## src/hcds_pkg.sv

```systemverilog
// Types and constants of the comment and docstring stripper.
package hcds_pkg;

	// Command codes of an input item.
	localparam logic CMD_TEXT = 1'b0;
	localparam logic CMD_END  = 1'b1;

	// Configuration register indexes.
	localparam logic CFG_COMMENT_CHAR = 1'b0;
	localparam logic CFG_QUOTE_CHAR   = 1'b1;

	// Register reset values and fixed bytes.
	localparam logic [7:0] COMMENT_CHAR_RST = 8'd35;
	localparam logic [7:0] QUOTE_CHAR_RST   = 8'd34;
	localparam logic [7:0] LINE_END_BYTE    = 8'd10;
	localparam logic [7:0] SPACE_BYTE       = 8'd32;

	// Most results one input item can cause.
	localparam int MAX_RESULTS = 4;

	typedef struct packed {
		logic       command;
		logic [7:0] byte_in;
	} in_item_t;

	typedef struct packed {
		logic [7:0] byte_out;
		logic       is_terminator;
		logic       last_of_run;
	} out_item_t;

	// One pending result without its position flag.
	typedef struct packed {
		logic [7:0] data;
		logic       term;
	} res_slot_t;

	// All results of one item, handed from the core to the result queue.
	typedef struct packed {
		logic                              valid;
		logic [$clog2(MAX_RESULTS+1)-1:0]  cnt;
		res_slot_t [MAX_RESULTS-1:0]       slots;
	} res_bundle_t;

endpackage

```

## src/hcds_core.sv

```systemverilog
// Stripper state, configuration registers and per-item result decode.
module hcds_core (
	input  logic                clk,
	input  logic                arst_n,
	input  logic                cfg_we,
	input  logic                cfg_index,
	input  logic [7:0]          cfg_data,
	input  logic                item_valid,
	input  hcds_pkg::in_item_t  item,
	input  logic                advance,
	output hcds_pkg::res_bundle_t bundle
);

	logic [7:0] comment_char_q;
	logic [7:0] quote_char_q;
	logic       in_comment_q;
	logic       in_doc_q;
	logic [1:0] quote_run_q;
	logic       space_held_q;

	logic       in_comment_d;
	logic       in_doc_d;
	logic [1:0] quote_run_d;
	logic       space_held_d;

	// Configuration registers.
	always_ff @(posedge clk or negedge arst_n) begin
		if (!arst_n) begin
			comment_char_q <= hcds_pkg::COMMENT_CHAR_RST;
			quote_char_q   <= hcds_pkg::QUOTE_CHAR_RST;
		end else if (cfg_we) begin
			unique case (cfg_index)
				hcds_pkg::CFG_COMMENT_CHAR: comment_char_q <= cfg_data;
				hcds_pkg::CFG_QUOTE_CHAR:   quote_char_q   <= cfg_data;
				default: ;
			endcase
		end
	end

	// Decode one item into its results and the next state.
	always_comb begin
		logic       emit_space;
		logic [1:0] num_quotes;
		logic       emit_last;
		logic [7:0] last_data;
		logic       last_term;
		logic [2:0] k;
		logic [1:0] pending;

		pending      = (quote_run_q == 2'd3) ? 2'd2 : quote_run_q;
		emit_space   = 1'b0;
		num_quotes   = 2'd0;
		emit_last    = 1'b0;
		last_data    = item.byte_in;
		last_term    = 1'b0;
		in_comment_d = in_comment_q;
		in_doc_d     = in_doc_q;
		quote_run_d  = quote_run_q;
		space_held_d = space_held_q;

		if (item.command == hcds_pkg::CMD_END) begin
			// Flush pending quotes outside a comment or docstring, then the terminator; all state clears.
			num_quotes   = (!in_doc_q && !in_comment_q) ? pending : 2'd0;
			emit_last    = 1'b1;
			last_data    = 8'd0;
			last_term    = 1'b1;
			in_comment_d = 1'b0;
			in_doc_d     = 1'b0;
			quote_run_d  = 2'd0;
			space_held_d = 1'b0;
		end else begin
			emit_space   = space_held_q;
			space_held_d = 1'b0;
			if (item.byte_in == hcds_pkg::LINE_END_BYTE) begin
				in_comment_d = 1'b0;
				num_quotes   = in_doc_q ? 2'd0 : pending;
				space_held_d = !in_doc_q;
				quote_run_d  = 2'd0;
			end else if (in_comment_q) begin
				// Rest of the line is dropped.
			end else if (item.byte_in == comment_char_q) begin
				in_comment_d = 1'b1;
				num_quotes   = in_doc_q ? 2'd0 : pending;
				quote_run_d  = 2'd0;
			end else if (item.byte_in == quote_char_q) begin
				if (quote_run_q >= 2'd2) begin
					in_doc_d    = !in_doc_q;
					quote_run_d = 2'd0;
				end else begin
					quote_run_d = quote_run_q + 2'd1;
				end
			end else if (in_doc_q) begin
				quote_run_d = 2'd0;
			end else begin
				num_quotes  = pending;
				emit_last   = 1'b1;
				quote_run_d = 2'd0;
			end
		end

		// Pack the results in order: space, quotes, then byte or terminator.
		k = 3'd0;
		bundle.slots = '0;
		if (emit_space) begin
			bundle.slots[k[1:0]] = '{data: hcds_pkg::SPACE_BYTE, term: 1'b0};
			k = k + 3'd1;
		end
		for (int i = 0; i < 2; i++) begin
			if (2'(i) < num_quotes) begin
				bundle.slots[k[1:0]] = '{data: quote_char_q, term: 1'b0};
				k = k + 3'd1;
			end
		end
		if (emit_last) begin
			bundle.slots[k[1:0]] = '{data: last_data, term: last_term};
			k = k + 3'd1;
		end
		bundle.cnt   = k;
		bundle.valid = item_valid;
	end

	// State advances when the item moves into the result queue.
	always_ff @(posedge clk or negedge arst_n) begin
		if (!arst_n) begin
			in_comment_q <= 1'b0;
			in_doc_q     <= 1'b0;
			quote_run_q  <= 2'd0;
			space_held_q <= 1'b0;
		end else if (advance) begin
			in_comment_q <= in_comment_d;
			in_doc_q     <= in_doc_d;
			quote_run_q  <= quote_run_d;
			space_held_q <= space_held_d;
		end
	end

endmodule

```

## src/hcds_outq.sv

```systemverilog
// Result queue that plays out the results of one item, one per cycle while out_stall is low.
module hcds_outq (
	input  logic                  clk,
	input  logic                  arst_n,
	input  hcds_pkg::res_bundle_t bundle,
	output logic                  free,
	output logic                  out_valid,
	input  logic                  out_stall,
	output hcds_pkg::out_item_t   out_data
);

	localparam int CntW = $clog2(hcds_pkg::MAX_RESULTS + 1);
	localparam int PtrW = $clog2(hcds_pkg::MAX_RESULTS);

	hcds_pkg::res_slot_t [hcds_pkg::MAX_RESULTS-1:0] slots_q;
	logic [CntW-1:0] cnt_q;
	logic [PtrW-1:0] rd_q;
	logic            xfer;

	assign out_valid = (cnt_q != '0);
	assign xfer      = out_valid && !out_stall;
	// Room for a new item once the last pending result leaves.
	assign free      = (cnt_q == '0) || ((cnt_q == CntW'(1)) && xfer);

	assign out_data.byte_out      = slots_q[rd_q].data;
	assign out_data.is_terminator = slots_q[rd_q].term;
	assign out_data.last_of_run   = (cnt_q == CntW'(1));

	// Count and read pointer.
	always_ff @(posedge clk or negedge arst_n) begin
		if (!arst_n) begin
			cnt_q <= '0;
			rd_q  <= '0;
		end else if (free && bundle.valid) begin
			cnt_q <= bundle.cnt;
			rd_q  <= '0;
		end else if (xfer) begin
			cnt_q <= cnt_q - CntW'(1);
			rd_q  <= rd_q + PtrW'(1);
		end
	end

	// Result payload.
	always_ff @(posedge clk) begin
		if (free && bundle.valid) begin
			slots_q <= bundle.slots;
		end
	end

endmodule

```

## src/hash_comment_docstring_stripper_unit.sv

```systemverilog
// Top level of the comment and docstring stripper.
// A result passes through the input register and then the result queue.
// Throughput: one item per cycle while each item yields at most one result and out_stall is low.
// An item that yields k results holds the result queue until all k have left (k is at most four).
// Reset clears the input valid flag, the queue count and all stripper state; the comment and
// quote registers return to '#' and '"'.
module hash_comment_docstring_stripper_unit (
	input  logic                clk,
	input  logic                arst_n,
	input  logic                cfg_we,
	input  logic                cfg_index,
	input  logic [7:0]          cfg_data,
	input  logic                in_valid,
	output logic                in_stall,
	input  hcds_pkg::in_item_t  in_data,
	output logic                out_valid,
	input  logic                out_stall,
	output hcds_pkg::out_item_t out_data
);

	logic                  in_valid_s1;
	hcds_pkg::in_item_t    in_item_s1;
	hcds_pkg::res_bundle_t bundle;
	logic                  free;
	logic                  advance;

	assign advance  = in_valid_s1 && free;
	assign in_stall = in_valid_s1 && !free;

	// Input register.
	always_ff @(posedge clk or negedge arst_n) begin
		if (!arst_n) begin
			in_valid_s1 <= 1'b0;
		end else if (!in_stall) begin
			in_valid_s1 <= in_valid;
		end
	end

	always_ff @(posedge clk) begin
		if (!in_stall && in_valid) begin
			in_item_s1 <= in_data;
		end
	end

	hcds_core u_core (
		.clk        (clk),
		.arst_n     (arst_n),
		.cfg_we     (cfg_we),
		.cfg_index  (cfg_index),
		.cfg_data   (cfg_data),
		.item_valid (in_valid_s1),
		.item       (in_item_s1),
		.advance    (advance),
		.bundle     (bundle)
	);

	hcds_outq u_outq (
		.clk       (clk),
		.arst_n    (arst_n),
		.bundle    (bundle),
		.free      (free),
		.out_valid (out_valid),
		.out_stall (out_stall),
		.out_data  (out_data)
	);

endmodule

```

## config.mk

```make
export PLATFORM = sky130hd
export DESIGN_NAME = hash_comment_docstring_stripper_unit
export DESIGN_NICKNAME = d
export VERILOG_FILES = /design/src/hcds_pkg.sv /design/src/hcds_core.sv /design/src/hcds_outq.sv /design/src/hash_comment_docstring_stripper_unit.sv
export SDC_FILE = /design/constraint.sdc
export NUM_CORES = 1
export LEC_CHECK = 0
export ABC_AREA = 0
export BUFFER_PORTS_ARGS = -buffer_cell sky130_fd_sc_hd__buf_2
export CORE_ASPECT_RATIO = 1.2
export CORE_MARGIN = 2
export CORE_UTILIZATION = 54
export CTS_BUF_LIST = sky130_fd_sc_hd__clkbuf_8
export CTS_CLUSTER_SIZE = 16
export DETAILED_ROUTE_END_ITERATION = 10
export PLACE_DENSITY = 0.86
export SLEW_MARGIN = 10
export SYNTH_ARGS = -nofsm -noshare
export SYNTH_HDL_FRONTEND = slang
export SYNTH_SLANG_ARGS = --single-unit
```

## constraint.sdc

```tcl
create_clock -name clk -period 3.2 [get_ports clk]
set_input_delay 0.32 -clock clk [delete_from_list [all_inputs] [get_ports clk]]
set_output_delay 0.32 -clock clk [all_outputs]
set_load 0.1 [all_outputs]
```

## Word level (Yosys, flattened, before mapping)

Cells that the tools add are included.

- Flip-flop bits (word level): 72
- Bits of input ports: 23
- Output and inout port bits: 12
- Word-level logic and storage cells: 127

- Add/sub/neg operators: 6
- $lt $le $gt $ge: 10
- Equal/unequal tests: 9
- Muxes and demuxes: 58
- Bitwise gates (word level): 1
- Reductions and logical operators: 24

Operator list:

| kind | count |
|---|---|
| bitwise mux 36 bit | 3 |
| two-way mux 36 bit | 3 |
| demux 9 bit (select 2 bit) | 3 |
| two-way mux 9 bit | 4 |
| two-way mux 2 bit | 16 |
| two-way mux 1 bit | 21 |
| binary-select mux 9 bit (select 2 bit) | 1 |
| == test 8 bit | 2 |
| two-way mux 3 bit | 5 |
| logical AND 1 bit | 9 |
| less-than comparator 2 x 3 -> 1 bit (second input constant) | 3 |
| == test 8 x 4 -> 1 bit (second input constant) | 1 |
| two-way mux 8 bit | 1 |
| two-way mux 7 bit | 1 |
| adder 3 x 1 -> 3 bit (second input constant) | 2 |
| inequality test 2 bit (second input constant) | 3 |
| AND reduction 2 bit | 3 |
| AND reduction 6 bit | 1 |
| nonzero test 2 bit | 3 |
| zero test 1 bit | 5 |
| adder 2 x 1 -> 2 bit (second input constant) | 2 |
| greater-or-equal comparator 2 x 1 -> 1 bit (second input constant) | 2 |
| less-than comparator 1 x 2 -> 1 bit (first input constant) | 2 |
| == test 3 x 1 -> 1 bit (second input constant) | 1 |
| 11 further kinds | 11 |

## Logic depth before layout (Yosys ltp)

- Depth after elaboration: 18
- Depth in mapped cells: 13
- Gate-level depth less buffers: 12

## Hierarchy

A second synthesis with hierarchy kept.

- Cell total of the unflattened synthesis: 299
- Area total of the unflattened synthesis: 3,843.7 µm²

By module, submodules not included:

| module | times used | cells an instance | area an instance (µm²) | seq. area each (µm²) |
|---|---|---|---|---|
| hcds_core | 1 | 197 | 1,853.0 | 531.8 |
| hcds_outq | 1 | 87 | 1,656.6 | 1,206.2 |
| hash_comment_docstring_stripper_unit | 1 | 15 | 334.1 | 295.3 |

## Worst setup path before layout

OpenSTA, ideal clock, no wires.

- Path kind: reg2reg
- From: register in_item_s1[7] in the netlist's numbering
- To: register u_outq.slots_q[21] in the netlist's numbering (data pin)
- Data arrival time: 3,023 ps
- Setup slack: -83 ps
- Cell stages (with the launch flop): 13
- Path buffers: 1
- Path through: edfxtp_1 > xor2_1 > nor4_1 > a211oi_2 > a21oi_1 > o21ai_0 > ha_1 > clkbuf_1 > xnor2_1 > inv_1 > ha_1 > nand2_1 > a2bb2o_1

RTL lines:

| what | RTL line | text |
|---|---|---|
| from (decl) | hash_comment_docstring_stripper_unit.sv:22 | `hcds_pkg::in_item_t in_item_s1;` |
| from (signal assigned) | hash_comment_docstring_stripper_unit.sv:41 | `in_item_s1 <= in_data;` |
| to (signal assigned) | hcds_outq.sv:46 | `slots_q <= bundle.slots;` |
| to (decl) | hcds_outq.sv:15 | `hcds_pkg::res_slot_t [hcds_pkg::MAX_RESULTS-1:0] slots_q;` |

==> impl_metrics.py <==
metrics = {
    "logic_synthesis": {
        "synth_cell_types": 56,
        "async_reset_ff_frac": 0.3750,
        "syn-cell-area_sq_um": 3876,
        "synthTopCellsByCount": "edfxtp_1, nand2_1, dfrtp_1, inv_1, mux2_2",
        "yosysMostFrequentCell": "edfxtp_1",
        "syn_avg_cell_area_sq_um": 12.84,
        "ys_ff_latch": 72,
        "postSynthCellCount": 302,
        "synth_edf_count": 45,
        "synth_top_cells_by_area": "edfxtp_1, dfrtp_1, mux4_2",
        "ys_seq_area_frac": 0.5245,
        "synth_top_flop_cell": "edfxtp_1",
        "yosysTopAreaCell": "edfxtp_1",
        "ys.warnings.count": 0,
        "syn_nets": 334,
        "synth_top_area_frac": 0.3486,
    },
    "die": {
        "fp.coreArea_sq_um": 6895,
        "die_w_um": 81.34,
        "placementRows": 33,
        "die-height_um": 96.81,
        "die_area_sq_um": 7875,
        "ioPinCount": 35,
        "start_util": 0.5621,
    },
    "routing": {
        "vias_per_cell": 5.894,
        "dr.pass1.iters": 4,
        "vias": 2658,
        "postRouteAntennaNets": 0,
        "wl_per_cell_um": 17.73,
        "drt_wl_total_um": 7996,
        "drt-initial-drc-count": 255,
        "post-route-drc-count": 0,
    },
    "layout": {
        "multi_input_area_sq_um": 1774,
        "fillers": 484,
        "ff_latch_area_sq_um": 2033,
        "syn_to_final_growth_pct": 16.69,
        "fin_nets": 391,
        "final_area_sq_um": 4523,
        "drive_gt1_frac": 0.3681,
        "final_cells": 451,
        "n_antenna_cell": 0,
    },
    "grt": {
        "grt_pass1_vias": 2551,
        "grt_max_degree": 40,
        "grt_pass1_wl_um": 13040,
        "grt_usage": 0.2183,
        "antenna_found_initial": 0,
        "grt_overflow": 0,
    },
    "sta": {
        "final_max_slew_viol_count": 0,
        "worst_slack_ns": 0.05747,
        "worst_pin_slew_ns": 0.7560,
        "skew_ns": 0.01064,
        "maxClockFrequency_mhz": 318.2,
        "setup_viol": 0,
        "tns_ns": 0,
        "min_period_ns": 3.143,
        "slew_headroom": 0.4949,
        "hold_viol": 0,
        "min_period_over_period": 0.9820,
    },
    "worst_setup_path": {
        "cp_num_buf_inv": 4,
        "crit_path_end_kind": "flip-flop",
        "path_delay_family": "compound AO/OA/AOI/OAI gates",
        "arrival_ns": 3.22,
        "crit_type": "flip-flop to flip-flop",
        "crit_fanout": 8,
        "start_kind": "flip-flop",
        "cpMaxStageDelayCell": "edfxtp_1",
        "max_stage_delay_ns": 0.43,
        "cp.required_ns": 3.28,
        "crit_chain": "buf_4 -> xnor2_1 -> nand4_1 -> a211oi_2 -> a21oi_2 -> o21ai_2 -> inv_1 -> ha_1 -> mux2i_4 -> ha_2 -> clkinvlp_4 -> clkbuf_4 -> o21ai_0 -> o32ai_1",
    },
    "power": {
        "leakage_nw": 1.747,
        "power_density_nw_per_um2": 858.2,
        "peakVddDrop_uv": 697.5,
    },
    "cts": {
        "clock_latency_ns": 0.35,
        "clock-sinks": 72,
        "clkTransAtPathRegs_ns": 0.08,
        "cts_tree": "done",
        "htreeDepth": 3,
        "cts_root_buffer": "clkbuf_8",
        "cts_made_buffers": 9,
        "clockBufferDepth": 2,
    },
    "run_status": {
        "outcome": "finished clean",
    },
    "min_path": {
        "min_path_type": "input port to flip-flop",
    },
    "placed_design": {
        "place_hpwl_um": 5742,
        "post-place-cells": 422,
        "port_buffers": 34,
        "pre_cts_ws_ns": -0.007351,
        "gp_congestion": 0.9143,
        "post_dp_cell_area_sq_um": 4178,
    },
    "run": {
        "cap_violations": 0,
    },
}
-- power breakdown --
part           switching [mW]  internal (mW)  leakage (nW)
Clock                   0.349          0.279        0.0830
Combinational            1.29          0.483         0.918
Sequential              0.180           1.30         0.746
-- final cells by class --
| cell class | count | area share |
|---|---|---|
| clock buffers | 9 | 0.02739 |
| clock inverters | 7 | 0.01024 |
| flip-flops and latches | 72 | 0.4495 |
| well taps | 87 | 0.02407 |
| inverters | 16 | 0.01411 |
| repair buffers | 59 | 0.08243 |
| multi-input cells | 201 | 0.3923 |
-- stage by stage --
stage,hold slack (ns),power [mW],util
floorplan,0.02441,2.913,-
global placement,0.3625,3.192,0.6059
detailed placement,0.3785,3.240,0.6059
CTS,0.1313,3.871,0.6338
global route,0.1300,4.075,0.6560
finish,0.1391,3.882,0.6560
-- placed cells by master, fill, tap and decap left out, types with 2 or more instances in the layout --
master      count
buf_2          34
mux2_2         16
xnor2_1         9
a21oi_1         7
nor2b_1         2
nor2_1         10
and2_1          4
mux2i_1        13
buf_4          22
dfstp_2         5
o21ai_2         4
mux4_2          9
xnor2_2         2
a2bb2o_1        4
clkbuf_8        9
dfrtp_1        22
inv_1          15
o31ai_1         3
o21ai_0         9
nand2_2         2
o21ai_1         2
o211ai_1        2
clkinvlp_4      3
nand4_1        11
nand2b_1        3
ha_1            7
nand2_1        27
o32ai_1         8
or4b_4          2
xor2_1         10
edfxtp_1       45
o2bb2ai_1       3
ha_2            2
clkinv_2        2
a211oi_2        2
-- worst paths after layout --
path	to	start	cells past startpoint	slack [ns]
setup reg to reg	u_outq.slots_q[14]$_DFFE_PP_	in_item_s1[5]$_DFFE_PP_	14	0.06
setup / recovery	u_outq.slots_q[14]$_DFFE_PP_	in_item_s1[5]$_DFFE_PP_	14	0.06
hold reg to reg	u_core.space_held_q$_DFFE_PN0P_	u_core.space_held_q$_DFFE_PN0P_	2	0.50
hold / removal	in_item_s1[3]$_DFFE_PP_	in_data[3]	1	0.14
max in group asynchronous	u_outq.cnt_q[1]$_DFFE_PN0P_	arst_n	2	2.27
min in group asynchronous	u_outq.cnt_q[2]$_DFFE_PN0P_	arst_n	2	0.52
-- routing by layer --
metal  global-route usage  routed length (um)  share of wire
met2               0.3537                4141           0.52
met3              0.04478                 398          0.050
met5                    0                   0              0
met4              0.08344                 182          0.023
met1               0.2850                3273           0.41
-- kinds of logic after synthesis --
kind of cell | count (synthesis) | share of synthesized area
xor gates and xnor gates | 22 | 0.05326
other | 1 | 0.0009674
DFF | 72 | 0.5245
buffers and inverters | 29 | 0.03292
and+or+nand+nor | 71 | 0.1014
AOI/OAI and AO/OA | 59 | 0.1230
adders and majority gates | 9 | 0.02905
muxes | 39 | 0.1349
-- registers in the layout, indices dropped and copies added, names as in the netlist --
| name | cells |
|---|---|
| u_core.quote_char_q | 8 |
| u_core.in_doc_q | 1 |
| u_core.in_comment_q | 1 |
| u_core.comment_char_q | 8 |
| u_outq.slots_q | 36 |
| u_outq.cnt_q | 3 |
| in_valid_s1 | 1 |
| u_core.quote_run_q | 2 |
| in_item_s1 | 9 |
| u_core.space_held_q | 1 |
| u_outq.rd_q | 2 |
-- timing repair --
action	CTS	global route
buffers inserted	0	12
setup endpoints to repair	5	23
pin swaps	0	8
hold buffers	1	0
hold endpoints to repair	13	0
gates resized for setup	3	13
(Power assumes the default switching activity.)
